$ cat src/design/rag_pkg.sv
`default_nettype none

package rag_pkg;

	localparam int WORD_BITS = 32;
	localparam int IN_W = 32;
	localparam int OP_W = IN_W + 1;
	localparam int PROD_W = 2 * OP_W;
	localparam int GW = 64;
	localparam int CNT_W = $clog2(GW + 1);
	localparam int K_W = $clog2(GW);

	localparam logic [GW-1:0] LIM = GW'(1) << (WORD_BITS - 1);

	localparam logic [2:0] ACT_LOAD = 3'd0;
	localparam logic [2:0] ACT_ADD = 3'd1;
	localparam logic [2:0] ACT_INC = 3'd2;
	localparam logic [2:0] ACT_DEC = 3'd3;
	localparam logic [2:0] ACT_CMP = 3'd4;

	localparam logic [1:0] ST_OK = 2'd0;
	localparam logic [1:0] ST_ZERO_DEN = 2'd1;
	localparam logic [1:0] ST_OVERFLOW = 2'd2;

	typedef struct packed {
		logic [2:0] action;
		logic signed [IN_W-1:0] operand_num;
		logic signed [IN_W-1:0] operand_den;
	} item_t;

	typedef struct packed {
		logic signed [IN_W-1:0] acc_num;
		logic [IN_W-2:0] acc_den;
		logic is_equal;
		logic is_less;
		logic is_nonzero;
		logic [1:0] status;
	} result_t;

endpackage

`default_nettype wire

$ cat src/design/rag_mul.sv
`default_nettype none

module rag_mul (
	input wire logic clk,
	input wire logic signed [rag_pkg::OP_W-1:0] x,
	input wire logic signed [rag_pkg::OP_W-1:0] y,
	output logic signed [rag_pkg::PROD_W-1:0] p
);

	logic signed [rag_pkg::PROD_W-1:0] p_q;

	always_ff @(posedge clk) begin
		p_q <= rag_pkg::PROD_W'(x) * rag_pkg::PROD_W'(y);
	end

	assign p = p_q;

endmodule

`default_nettype wire

$ cat config.mk
export PLATFORM = sky130hd
export DESIGN_NAME = rag_mul
export DESIGN_NICKNAME = d
export VERILOG_FILES = /design/src/design/rag_pkg.sv /design/src/design/rag_mul.sv
export SDC_FILE = /design/constraint.sdc
export NUM_CORES = 2
export LEC_CHECK = 0
export ABC_AREA = 1
export BUFFER_PORTS_ARGS = -buffer_cell sky130_fd_sc_hd__buf_2
export CAP_MARGIN = 20
export CORE_UTILIZATION = 57
export DETAILED_ROUTE_END_ITERATION = 6
export GPL_TIMING_DRIVEN = 0
export PLACE_DENSITY = 0.75
export REMOVE_ABC_BUFFERS = 1
export SLEW_MARGIN = 25
export SYNTH_ARGS = -nofsm -noshare
export SYNTH_HDL_FRONTEND = slang
export SYNTH_SLANG_ARGS = --single-unit
$ cat constraint.sdc
create_clock -name clk -period 14.85 [get_ports clk]
set_clock_uncertainty 0.15 [all_clocks]
set_input_delay 0.7425 -clock clk [delete_from_list [all_inputs] [get_ports clk]]
set_output_delay 0.7425 -clock clk [all_outputs]
set_load 0.01 [all_outputs]
### After elaboration in Yosys (flattened, before gate mapping)

Cells that the tools add are included.

| cells by class | value |
|---|---|
| multipliers | 1 |

Operators by type and width:

| cell | number |
|---|---|
| multiplier 33 x 33 -> 66 bit | 1 |

| word-level totals | value |
|---|---|
| word-level logic and storage cells | 2 |
| input bits | 67 |
| bits in registers | 66 |
| output and inout port bits | 66 |

### Logic depth before layout (Yosys ltp)

| logic depth | value |
|---|---|
| word-level depth | 1 |
| mapped depth | 34 |

### Worst setup path after synthesis

Ideal clock, no wire load.

| timing path | value |
|---|---|
| kind | input -> register |
| start | input x[32] (netlist name) |
| end | register p_q (netlist bit p[60]) |
| data required time | 14.587 ns |
| stages | 23 |
| arrival time | 7.386 ns |
| path slack | 7.202 ns |
| path buffers | 2 |
| cells stage by stage | clkbuf_1 > clkbuf_1 > nand2_1 > inv_1 > fa_1 > fa_1 > fa_1 > fa_1 > inv_1 > fa_1 > fa_1 > fa_1 > fa_1 > inv_1 > ha_1 > nand2_1 > nor2_1 > inv_1 > nor3_1 > nand2_1 > and2_0 > nand4_1 > nand2_1 |

| on the way | value |
|---|---|
| cells in the longest elaborated chain, start to end | 1 |

RTL lines:

| element | RTL line | RTL |
|---|---|---|
| from (decl) | rag_mul.sv:5 | `input wire logic signed [rag_pkg::OP_W-1:0] x,` |
| multiplier 33 x 33 -> 66 bit | rag_mul.sv:13 | `p_q <= rag_pkg::PROD_W'(x) * rag_pkg::PROD_W'(y);` |
| to (signal assigned) | rag_mul.sv:13 |  |
| to (decl) | rag_mul.sv:10 | `logic signed [rag_pkg::PROD_W-1:0] p_q;` |

Every way passes these cells.

### Final worst setup path

| timing path | value |
|---|---|
| start | input y[9] (netlist name) |
| end | register p_q (netlist bit p[58]) |

| on the way | value |
|---|---|
| cells in the longest elaborated chain, start to end | 1 |

RTL lines:

| element | RTL line | RTL |
|---|---|---|
| from (decl) | rag_mul.sv:6 | `input wire logic signed [rag_pkg::OP_W-1:0] y,` |
| multiplier 33 x 33 -> 66 bit | rag_mul.sv:13 |  |

Every way passes these cells.

==> run_results.csv <==
group,metric,value,unit
run_status,status,"complete, but fails checks",
run_status,violations,"design-rule violations",
setup_path,crit_chain,"buf_2, nand2_1, fa_1, fa_1, fa_1, inv_1, fa_1, fa_1, fa_1, fa_1, inv_1, fa_1, inv_1, ha_1, a21oi_1, o21ai_0, o21bai_1, a21oi_1, nand3_1, nand2_1, nand2_1",
synthesis,synth_common_cells,"1,894 x inv_1, 1,517 x nand2_1, 1,145 x fa_1, 262 x clkbuf_1, 217 x ha_1",
synthesis,synth_seq_cells,66,
setup_path,slowest_stage,"fa_1",
setup_path,critical_path.startpoint,"y[9]",
clock_network,cts-htree-levels,3,
drt,drtAntennaViolNets,0,
clock_network,hold_buffers,0,
setup_path,critPathMaxFanout,33,
sta,finalSetupTns,0,ps
floorplan,pin_count,133,
sta,max_freq,117,MHz
synthesis,async_flop_share,0,%
synthesis,ys.flop_type,"dfxtp_1",
synthesis,ys_top_cells_by_area,"fa_1 53%, inv_1 16%, nand2_1 13%",
sta,worst_pin_slew,1020,ps
setup_path,start_kind,"input port",
synthesis,mappedNetlistArea,43200,um^2
floorplan,core-area,74700,um^2
drt,routed_via_density,5.15,
global_routing,first_global_vias,36500,
sta,finalHoldViolations,0,
setup_path,crit_end,"p[58]",
placed_design,portBuffers,132,
synthesis,synth_top_area_cell,"fa_1",
clock_network,cts.repair.resized,0,
sta,drv_slew,0,
placed_design,dp_hpwl,93.1,mm
drt,drt-initial-drc-count,2172,
cells_and_area,nets,6852,
global_routing,grt_pass1_wl,186,mm
cells_and_area,n_antenna_cell,0,
synthesis,yosysUniqueCellTypes,35,
synthesis,synth_top_area_share,53.1,%
drt,wl_per_cell,17.4,um
clock_network,clkSinkCount,66,
clock_network,clk_pin_slew,60,ps
floorplan,rows,100,
floorplan,die_h,277,um
synthesis,yosysSeqAreaShare,3.06,%
hold_path,min_path_type,"input port to flip-flop",
synthesis,yosys_warnings,0,
setup_path,crit_family,"adder cells",
drt,drtPass1Iterations,7,
setup_path,cpMostUsedCell,"fa_1",
sta,relSlewSlack,31.9,%
global_routing,overflow,0,
global_routing,antenna_found_initial,2,
sta,rsz0062_at_grt,"no",
cells_and_area,area_growth,2.69,%
setup_path,path_class,"input port to flip-flop",
setup_path,cp_slowest_stage_delay,910,ps
setup_path,required,14880,ps
setup_path,cp-end-kind,"flip-flop",
synthesis,netlist_instances,5543,
synthesis,syn_avg_cell_area,7.79,um^2
clock_network,root_buffer,"clkbuf_16",
run,maxCapViolCount,0,
clock_network,cts_buffers,9,
floorplan,die_area,76800,um^2
synthesis,yosysMostFrequentCell,"inv_1",
cells_and_area,n_fill_cell,6733,
sta,setup_viol,0,
placed_design,globalplace.congestion,1.02,
cells_and_area,multi_input_area,33800,um^2
global_routing,grt_util_all_layers,30.9,%
clock_network,clock_path_buffers,2,
setup_path,cp.depth,21,
drt,route.detailed.drc,2,
floorplan,start_util,57.8,%
sta,fin_crit_sh,57.5,%
floorplan,fp.dieW,277,um
cells_and_area,seqCellArea,1320,um^2
cells_and_area,drive_above_1_share,3.89,%
setup_path,critPathBufInv,4,
global_routing,grt_max_degree,35,
clock_network,cts_tree,"yes",
drt,num_vias,32900,
sta,period_minus_slack,8550,ps
clock_network,post_cts_buffers,0,
cells_and_area,largest_reg_flops,66,
synthesis,synth-edff-count,0,
drt,wl,112,mm
setup_path,worstPathArrival,8580,ps
-- cell type report --
cell class	instances	share of cell area, %
Inverter	1895	16.0
Clock buffer	10	0.516
Timing Repair Buffer	132	1.49
Tap cell	969	2.73
Multi-Input combinational cell	3319	76.1
Sequential cell	66	2.98
Clock inverter	6	0.0960
-- through the flow --
stage	cells	utilization (%)	instance area (um^2)	hold slack, ps	setup WS [ps]
global placement	6381	59.0	44100	984	5910
global route	6397	59.4	44300	935	5890
CTS	6397	59.4	44300	878	6390
finish	6397	59.4	44300	923	6300
detailed placement	6381	59.0	44100	984	6030
floorplan	5280	-	42200	686	7650
-- cells in the final DEF, fill, tap and decap left out, types with 2 or more instances in the layout --
cell type / count
a21o_1: 2
a21oi_1: 61
a21oi_2: 4
and2_1: 2
buf_2: 132
clkbuf_16: 9
clkinv_2: 2
clkinvlp_4: 2
dfxtp_1: 66
fa_1: 1143
fa_2: 2
ha_1: 217
inv_1: 1893
inv_2: 2
nand2_1: 1517
nand2_2: 17
nand3_1: 70
nand3_2: 8
nand3b_1: 3
nand4_1: 19
nor2_1: 131
nor2_2: 20
nor2_4: 3
nor3_1: 7
nor4_1: 4
o21ai_0: 19
o21ai_1: 3
o21bai_1: 14
or2_2: 5
xnor2_1: 4
xor2_1: 37
-- how the worst min path moves through the flow --
stage	cells past startpoint	start	slack (ps)	end
4_1_cts	3	y[0]	880	p[0]
3_5_place_dp	1	p[8]	980	p[8]
3_3_place_gp	1	p[0]	980	p[0]
5_1_grt	3	y[0]	940	p[0]
6_report	3	y[0]	920	p[0]
2_1_floorplan	2	y[0]	690	p[0]
-- per-layer routing --
| metal | track usage (%) | routed length, um | vias up | share of wire, % |
|---|---|---|---|---|
| met3 | 3.71 | 8430 | 290 | 7.6 |
| met5 | 0 | 0 | - | 0 |
| met2 | 54.2 | 55500 | 1330 | 50 |
| met4 | 9.37 | 3640 | 0 | 3.3 |
| met1 | 40.1 | 44000 | 16600 | 39 |
| li1 | - | - | 14700 | - |
-- worst min-delay path, cell delays in order --
cell and delay [ps]:
buf_2 360, nand2_1 210, inv_1 50
-- logic make-up after synthesis --
kind of cell / count (synthesis) / share of synthesized area, %
AOI/OAI and AO/OA: 106 / 1.38
xor gates and xnor gates: 41 / 0.832
adders and majority gates: 1362 / 59.4
buffers and inverters: 2158 / 18.8
DFF: 66 / 3.06
and+or+nand+nor: 1810 / 16.6
Power is left out: the tool's default activity adds up to more than one toggle a clock period on the data nets, which glitch-free logic cannot reach.
