`src/design/rag_pkg.sv`:
```
`default_nettype none

package rag_pkg;

	localparam int WORD_BITS = 32;
	localparam int IN_W = 32;
	localparam int OP_W = IN_W + 1;
	localparam int PROD_W = 2 * OP_W;
	localparam int GW = 64;
	localparam int CNT_W = $clog2(GW + 1);
	localparam int K_W = $clog2(GW);

	localparam logic [GW-1:0] LIM = GW'(1) << (WORD_BITS - 1);

	localparam logic [2:0] ACT_LOAD = 3'd0;
	localparam logic [2:0] ACT_ADD = 3'd1;
	localparam logic [2:0] ACT_INC = 3'd2;
	localparam logic [2:0] ACT_DEC = 3'd3;
	localparam logic [2:0] ACT_CMP = 3'd4;

	localparam logic [1:0] ST_OK = 2'd0;
	localparam logic [1:0] ST_ZERO_DEN = 2'd1;
	localparam logic [1:0] ST_OVERFLOW = 2'd2;

	typedef struct packed {
		logic [2:0] action;
		logic signed [IN_W-1:0] operand_num;
		logic signed [IN_W-1:0] operand_den;
	} item_t;

	typedef struct packed {
		logic signed [IN_W-1:0] acc_num;
		logic [IN_W-2:0] acc_den;
		logic is_equal;
		logic is_less;
		logic is_nonzero;
		logic [1:0] status;
	} result_t;

endpackage

`default_nettype wire

```
`src/design/rag_div.sv`:
```
`default_nettype none

module rag_div (
	input wire logic clk,
	input wire logic arst_n,
	input wire logic start,
	input wire logic [rag_pkg::GW-1:0] dividend,
	input wire logic [rag_pkg::GW-1:0] divisor,
	output logic done,
	output logic [rag_pkg::GW-1:0] quo
);

	logic busy_q;
	logic done_q;
	logic [rag_pkg::CNT_W-1:0] cnt_q;
	logic [rag_pkg::GW-1:0] rem_q;
	logic [rag_pkg::GW-1:0] quo_q;
	logic [rag_pkg::GW-1:0] dvs_q;
	logic [rag_pkg::GW:0] r_sh;
	logic [rag_pkg::GW:0] diff;
	logic ge;

	// restoring division, one quotient bit per cycle
	assign r_sh = {rem_q, quo_q[rag_pkg::GW-1]};
	assign diff = r_sh - {1'b0, dvs_q};
	assign ge = r_sh >= {1'b0, dvs_q};

	always_ff @(posedge clk or negedge arst_n) begin
		if (!arst_n) begin
			busy_q <= 1'b0;
			done_q <= 1'b0;
			cnt_q <= '0;
		end else begin
			done_q <= 1'b0;
			if (start) begin
				busy_q <= 1'b1;
				cnt_q <= rag_pkg::CNT_W'(rag_pkg::GW);
			end else if (busy_q) begin
				cnt_q <= cnt_q - rag_pkg::CNT_W'(1);
				if (cnt_q == rag_pkg::CNT_W'(1)) begin
					busy_q <= 1'b0;
					done_q <= 1'b1;
				end
			end
		end
	end

	always_ff @(posedge clk) begin
		if (start) begin
			rem_q <= '0;
			quo_q <= dividend;
			dvs_q <= divisor;
		end else if (busy_q) begin
			if (ge) begin
				rem_q <= diff[rag_pkg::GW-1:0];
			end else begin
				rem_q <= r_sh[rag_pkg::GW-1:0];
			end
			quo_q <= {quo_q[rag_pkg::GW-2:0], ge};
		end
	end

	assign done = done_q;
	assign quo = quo_q;

endmodule

`default_nettype wire

```
`config.mk`:
```
export PLATFORM = sky130hd
export DESIGN_NAME = rag_div
export DESIGN_NICKNAME = d
export VERILOG_FILES = /design/src/design/rag_pkg.sv /design/src/design/rag_div.sv
export SDC_FILE = /design/constraint.sdc
export NUM_CORES = 1
export LEC_CHECK = 0
export ABC_AREA = 1
export BUFFER_PORTS_ARGS = -buffer_cell sky130_fd_sc_hd__buf_4
export CAP_MARGIN = 20
export CORE_MARGIN = 2
export CORE_UTILIZATION = 45
export DETAILED_ROUTE_END_ITERATION = 8
export PLACE_DENSITY = 0.62
export SLEW_MARGIN = 20
export SYNTH_ARGS = -nofsm -noshare
export SYNTH_HDL_FRONTEND = slang
export SYNTH_SLANG_ARGS = --single-unit
```
`constraint.sdc`:
```
create_clock -name clk -period 3.9 [get_ports clk]
set_input_delay 0.195 -clock clk [delete_from_list [all_inputs] [get_ports clk]]
set_output_delay 0.195 -clock clk [all_outputs]
set_load 0.01 [all_outputs]
```
# Word-level counts from Yosys, hierarchy flattened
# Cells that the tools add are included.
dict set report op_classes {
  eq_ne 1
  addsub 2
  n_lt_le_gt_ge 1
  reduce_logical 1
  mux 11
}
# cell n
set op_table {}
lappend op_table {{$mux 64} 3}
lappend op_table {{$ge 65x64->1} 1}
lappend op_table {{$sub 64x64->64} 1}
lappend op_table {{$mux 7} 2}
lappend op_table {{$eq 7x1->1 const B} 1}
lappend op_table {{$sub 7x1->7 const B} 1}
lappend op_table {{$mux 1} 6}
lappend op_table {{$reduce_bool 2->1} 1}
dict set report totals {
  wordCells 22
  register_bits 201
  out_inout_bits 65
}

# Logic depth before layout (Yosys ltp)
dict set report logic_depth {
  word_depth 4
  ltp_mapped 19
  mapped_depth_nobuf 18
}

# Worst setup path after synthesis
# No wires, ideal clock.
dict set report synth_timing {
  path_type {reg-to-reg}
  from {register busy_q}
  to {register quo_q, in the netlist quo[0] (enable)}
  stages_incl_launch_ff 4
  period_less_slack_ns 2.909
  arrival_time_ns 2.455
  setup_slack_ns 0.991
  setup_time_ns 0.454
  path_buffers 1
  cell_sequence {dfrtp_1 > nor2_1 > inv_1 > clkbuf_1}
}
dict set report synth_via {
  elab_chain_len 1
}
# item line_no
set synth_lines {}
lappend synth_lines {{from (decl)} rag_div.sv:13} ;# logic busy_q;
lappend synth_lines {{from (signal assigned)} rag_div.sv:30} ;# busy_q <= 1'b0;
lappend synth_lines {{from (signal assigned)} rag_div.sv:36} ;# busy_q <= 1'b1;
lappend synth_lines {{from (signal assigned)} rag_div.sv:41} ;# busy_q <= 1'b0;
lappend synth_lines {{$reduce_bool 2->1 (no source line)} -}
lappend synth_lines {{to (signal assigned)} rag_div.sv:51} ;# quo_q <= dividend;
lappend synth_lines {{to (signal assigned)} rag_div.sv:59} ;# quo_q <= {quo_q[rag_pkg::GW-2:0], ge};
lappend synth_lines {{to (decl)} rag_div.sv:17} ;# logic [rag_pkg::GW-1:0] quo_q;
# Every way passes these cells.
# A chain may end at the register's enable or synchronous reset.

# Worst setup path after layout
dict set report layout_timing {
  from {register dvs_q[3] in the netlist's numbering}
  to {register quo_q, in the netlist quo[0] (data pin)}
}
dict set report layout_via {
  elab_chain_len 3
}
# item line_no
set layout_lines {}
lappend layout_lines {{from (decl)} rag_div.sv:18} ;# logic [rag_pkg::GW-1:0] dvs_q;
lappend layout_lines {{from (signal assigned)} rag_div.sv:52} ;# dvs_q <= divisor;
lappend layout_lines {{$ge 65x64->1} rag_div.sv:26} ;# assign ge = r_sh >= {1'b0, dvs_q};
lappend layout_lines {{$mux 64} rag_div.sv:53} ;# end else if (busy_q) begin
lappend layout_lines {{$mux 64} rag_div.sv:49} ;# if (start) begin
# Every way passes these cells. The select of a mux whose other input is x is not followed.

==> impl_metrics.env <==
export IMPL_yosysSeqAreaShare_pct=37.3
export IMPL_max_slew_worst_pin_slew_ns=0.808
export IMPL_syn_nets=2382
export IMPL_fp_dieW_um=182
export IMPL_synth_edf_count=128
export IMPL_drtAntennaViolNets=0
export IMPL_rsz0062_at_grt="no"
export IMPL_drive_gt1_share_pct=11.1
export IMPL_clk_path_buf_depth=3
export IMPL_io_buffers=195
export IMPL_start_util_pct=45.5
export IMPL_clkLatencyLatePin_ns=0.55
export IMPL_htreeDepth=1
export IMPL_setup_viol=0
export IMPL_min_period_over_period_pct=75.3
export IMPL_cts_made_buffers=24
export IMPL_drt_iter0_drc=995
export IMPL_syn_inst=2184
export IMPL_drt_pass1_iter_count=5
export IMPL_cts_root_buf="clkbuf_16"
export IMPL_final_area_mm2=0.0182
export IMPL_cp_end_kind="flip-flop"
export IMPL_num_io_pins=196
export IMPL_fp_coreArea_mm2=0.0315
export IMPL_grt_use_total_pct=27.2
export IMPL_die_area_mm2=0.0333
export IMPL_cp_start_kind="flip-flop"
export IMPL_clkSlewWorstSetupHoldPaths_ns=0.06
export IMPL_cp_max_fo=65
export IMPL_muxShareOfSynthArea_pct=0
export IMPL_cp_startpoint="dvs_q[3]$_DFFE_PP_"
export IMPL_finalWorstSetupSlack_ns=0.962
export IMPL_fill_cells=3056
export IMPL_place_detailed_instances=2742
export IMPL_p_per_area_mw_per_mm2=318
export IMPL_grt_pass1_wl_um=71700
export IMPL_async_reset_ff_share_pct=4.48
export IMPL_synth_warnings=0
export IMPL_die_h_um=182
export IMPL_dp_slack_ns=0.968
export IMPL_worst_setup_path_type="reg -> reg"
export IMPL_synthSimpleGateAreaFrac_pct=36.5
export IMPL_rows=65
export IMPL_antenna_found_initial=0
export IMPL_p_leak_nw=9.92
export IMPL_skew_ns=0.0111
export IMPL_required_ns=4.15
export IMPL_r2r_start="dvs_q[3]$_DFFE_PP_"
export IMPL_synth_top_family_by_area="simple AND/OR/NAND/NOR gates"
export IMPL_drcViolationCount=0
export IMPL_syn2layout_area_growth_pct=27.1
export IMPL_postPlaceCellArea_mm2=0.0161
export IMPL_arrival_ns=3.19
export IMPL_fin_tns_setup_ns=0
export IMPL_grt_max_degree=73
export IMPL_syn_area_per_cell_um2=6.56
export IMPL_maxSlewHeadroom_pct=46.0
export IMPL_overflow=0
export IMPL_synth_main_ff_cell="edfxtp_1"
export IMPL_min_period_ns=2.94
export IMPL_vias_per_cell=4.84
export IMPL_nets=2692
export IMPL_ys_ff_latch=201
export IMPL_routed_wl_um=45500
export IMPL_clock_sinks=201
export IMPL_syn_area_mm2=0.0143
export IMPL_ctsResizeCount=0
export IMPL_synth_cell_types=38
export IMPL_via_count=14100
export IMPL_synth_fa_ha_area_share_pct=5.90
export IMPL_synth_xor_area_share_pct=1.89
export IMPL_cts_tree="built"
export IMPL_total_power_mw=5.80
export IMPL_vdd_drop_max_mv=0.276
export IMPL_insertedDiodeCount=0
export IMPL_outcome="complete, no violations"
export IMPL_dpl_hpwl_um=34900
export IMPL_max_freq_ghz=0.340
export IMPL_hold_viol=0
export IMPL_final_cells=2913
export IMPL_synth_compound_area_share_pct=4.38
export IMPL_max_cap_viol_count=0
export IMPL_cts_setup_buffers=0
export IMPL_wl_per_cell_um=15.6
export IMPL_ff2ff_setup_slack_ns=0.96
export IMPL_place_congestion=1.00
export IMPL_slew_violations=0
export IMPL_hp_class="in -> async"
export IMPL_grt_pass1_vias=13700
state kept, by name, summed over array words and instances (netlist names):
register	count
done	1
cnt_q	7
busy_q	1
rem_q	64
quo	64
dvs_q	64
final cells by class:
class / instances / area, µm² / share of cell area (%)
sequential: 201 / 5350 / 29.4
multi-input combinational: 1482 / 6990 / 38.4
inverter: 453 / 1700 / 9.35
timing repair buffer: 332 / 2830 / 15.5
clock inverter: 9 / 125 / 0.687
tap: 402 / 503 / 2.76
clock buffer: 34 / 719 / 3.95
power by group:
part / internal [mW] / switching (mW)
clock network: 1.42 / 0.936
logic: 0.428 / 0.501
registers: 2.43 / 0.0781
total: 4.28 / 1.52
cells in the mapped netlist (2+ instances only):
cell,count,share of area (%)
nand2_2,9,0.39
clkbuf_1,23,0.60
nor2_4,2,0.16
nor3_1,12,0.42
edfxtp_1,128,27
ha_1,66,5.8
nor2_2,11,0.48
buf_6,12,0.94
a21oi_1,55,1.9
buf_4,6,0.31
dfrtp_1,9,1.6
nor2_1,112,2.9
inv_2,5,0.13
o21bai_1,8,0.42
dfxtp_1,64,8.9
nand3b_1,35,1.8
a21o_1,3,0.16
nand3_1,153,5.3
and2_1,3,0.13
o21ai_0,38,1.3
o21ai_1,8,0.28
xor2_1,2,0.12
nand2_1,906,24
nand4_1,18,0.79
buf_2,7,0.24
nor4_1,2,0.087
inv_1,448,12
xnor2_1,29,1.8
final timing paths:
check,cells past startpoint,endpoint
worst max-delay path,15,quo[0]$_DFFE_PP_
worst min-delay path,2,busy_q$_DFF_PN0_
worst max register to register,15,quo[0]$_DFFE_PP_
worst min register to register,2,rem_q[46]$_SDFFE_PP0P_
max in group asynchronous,2,cnt_q[4]$_DFFE_PN0P_
min in group clk,3,quo[0]$_DFFE_PP_
cell families (layout without fill, tap and decap cells):
kind of cell | count (synthesis) | after routing
simple gates | 1267 | 1267
buf+inv | 501 | 828
flops | 201 | 201
compound gates | 117 | 117
fa+ha+maj | 67 | 67
xor+xnor | 31 | 31
layout by cell type, fill, tap and decap left out, types with 35 or more instances in the layout:
cell type / n
o21ai_0: 38
edfxtp_1: 128
dfxtp_1: 64
a21oi_1: 55
nor2_1: 110
ha_1: 66
nand3_1: 153
buf_4: 203
nand3b_1: 35
nand2_1: 906
dlygate4sd3_1: 128
inv_1: 447
routing by layer:
layer	part of all wire [%]	GRT usage, %
met1	45	35.6
met2	45	45.3
met3	6.4	5.45
met4	3.1	8.42
met5	0	0
critical path, stage by stage (launching register included):
cell	delay (ns)
edfxtp_1	0.32
inv_1	0.04
ha_1	0.33
nand2_1	0.14
inv_1	0.06
nand2_1	0.06
nand2_1	0.05
nand2_1	0.07
nand3_2	0.13
nand2_1	0.10
nand2_2	0.11
nand2_2	0.13
nand2_2	0.11
nand2_2	0.10
buf_4	0.57
a31oi_1	0.19
per-stage QoR:
step                hold slack, ns  util, %
detailed placement          0.0310     51.1
global placement            0.0284     51.1
floorplan                   -0.101        -
finish                      0.0451     57.9
CTS                         0.0355     57.9
global route                0.0499     57.9
repair_timing:
item,4_1_cts,5_1_grt
endpoints found under the hold margin,136,0
endpoints found under the setup margin,0,0
hold buffers,128,0
Power figures use the tool's default switching activity.
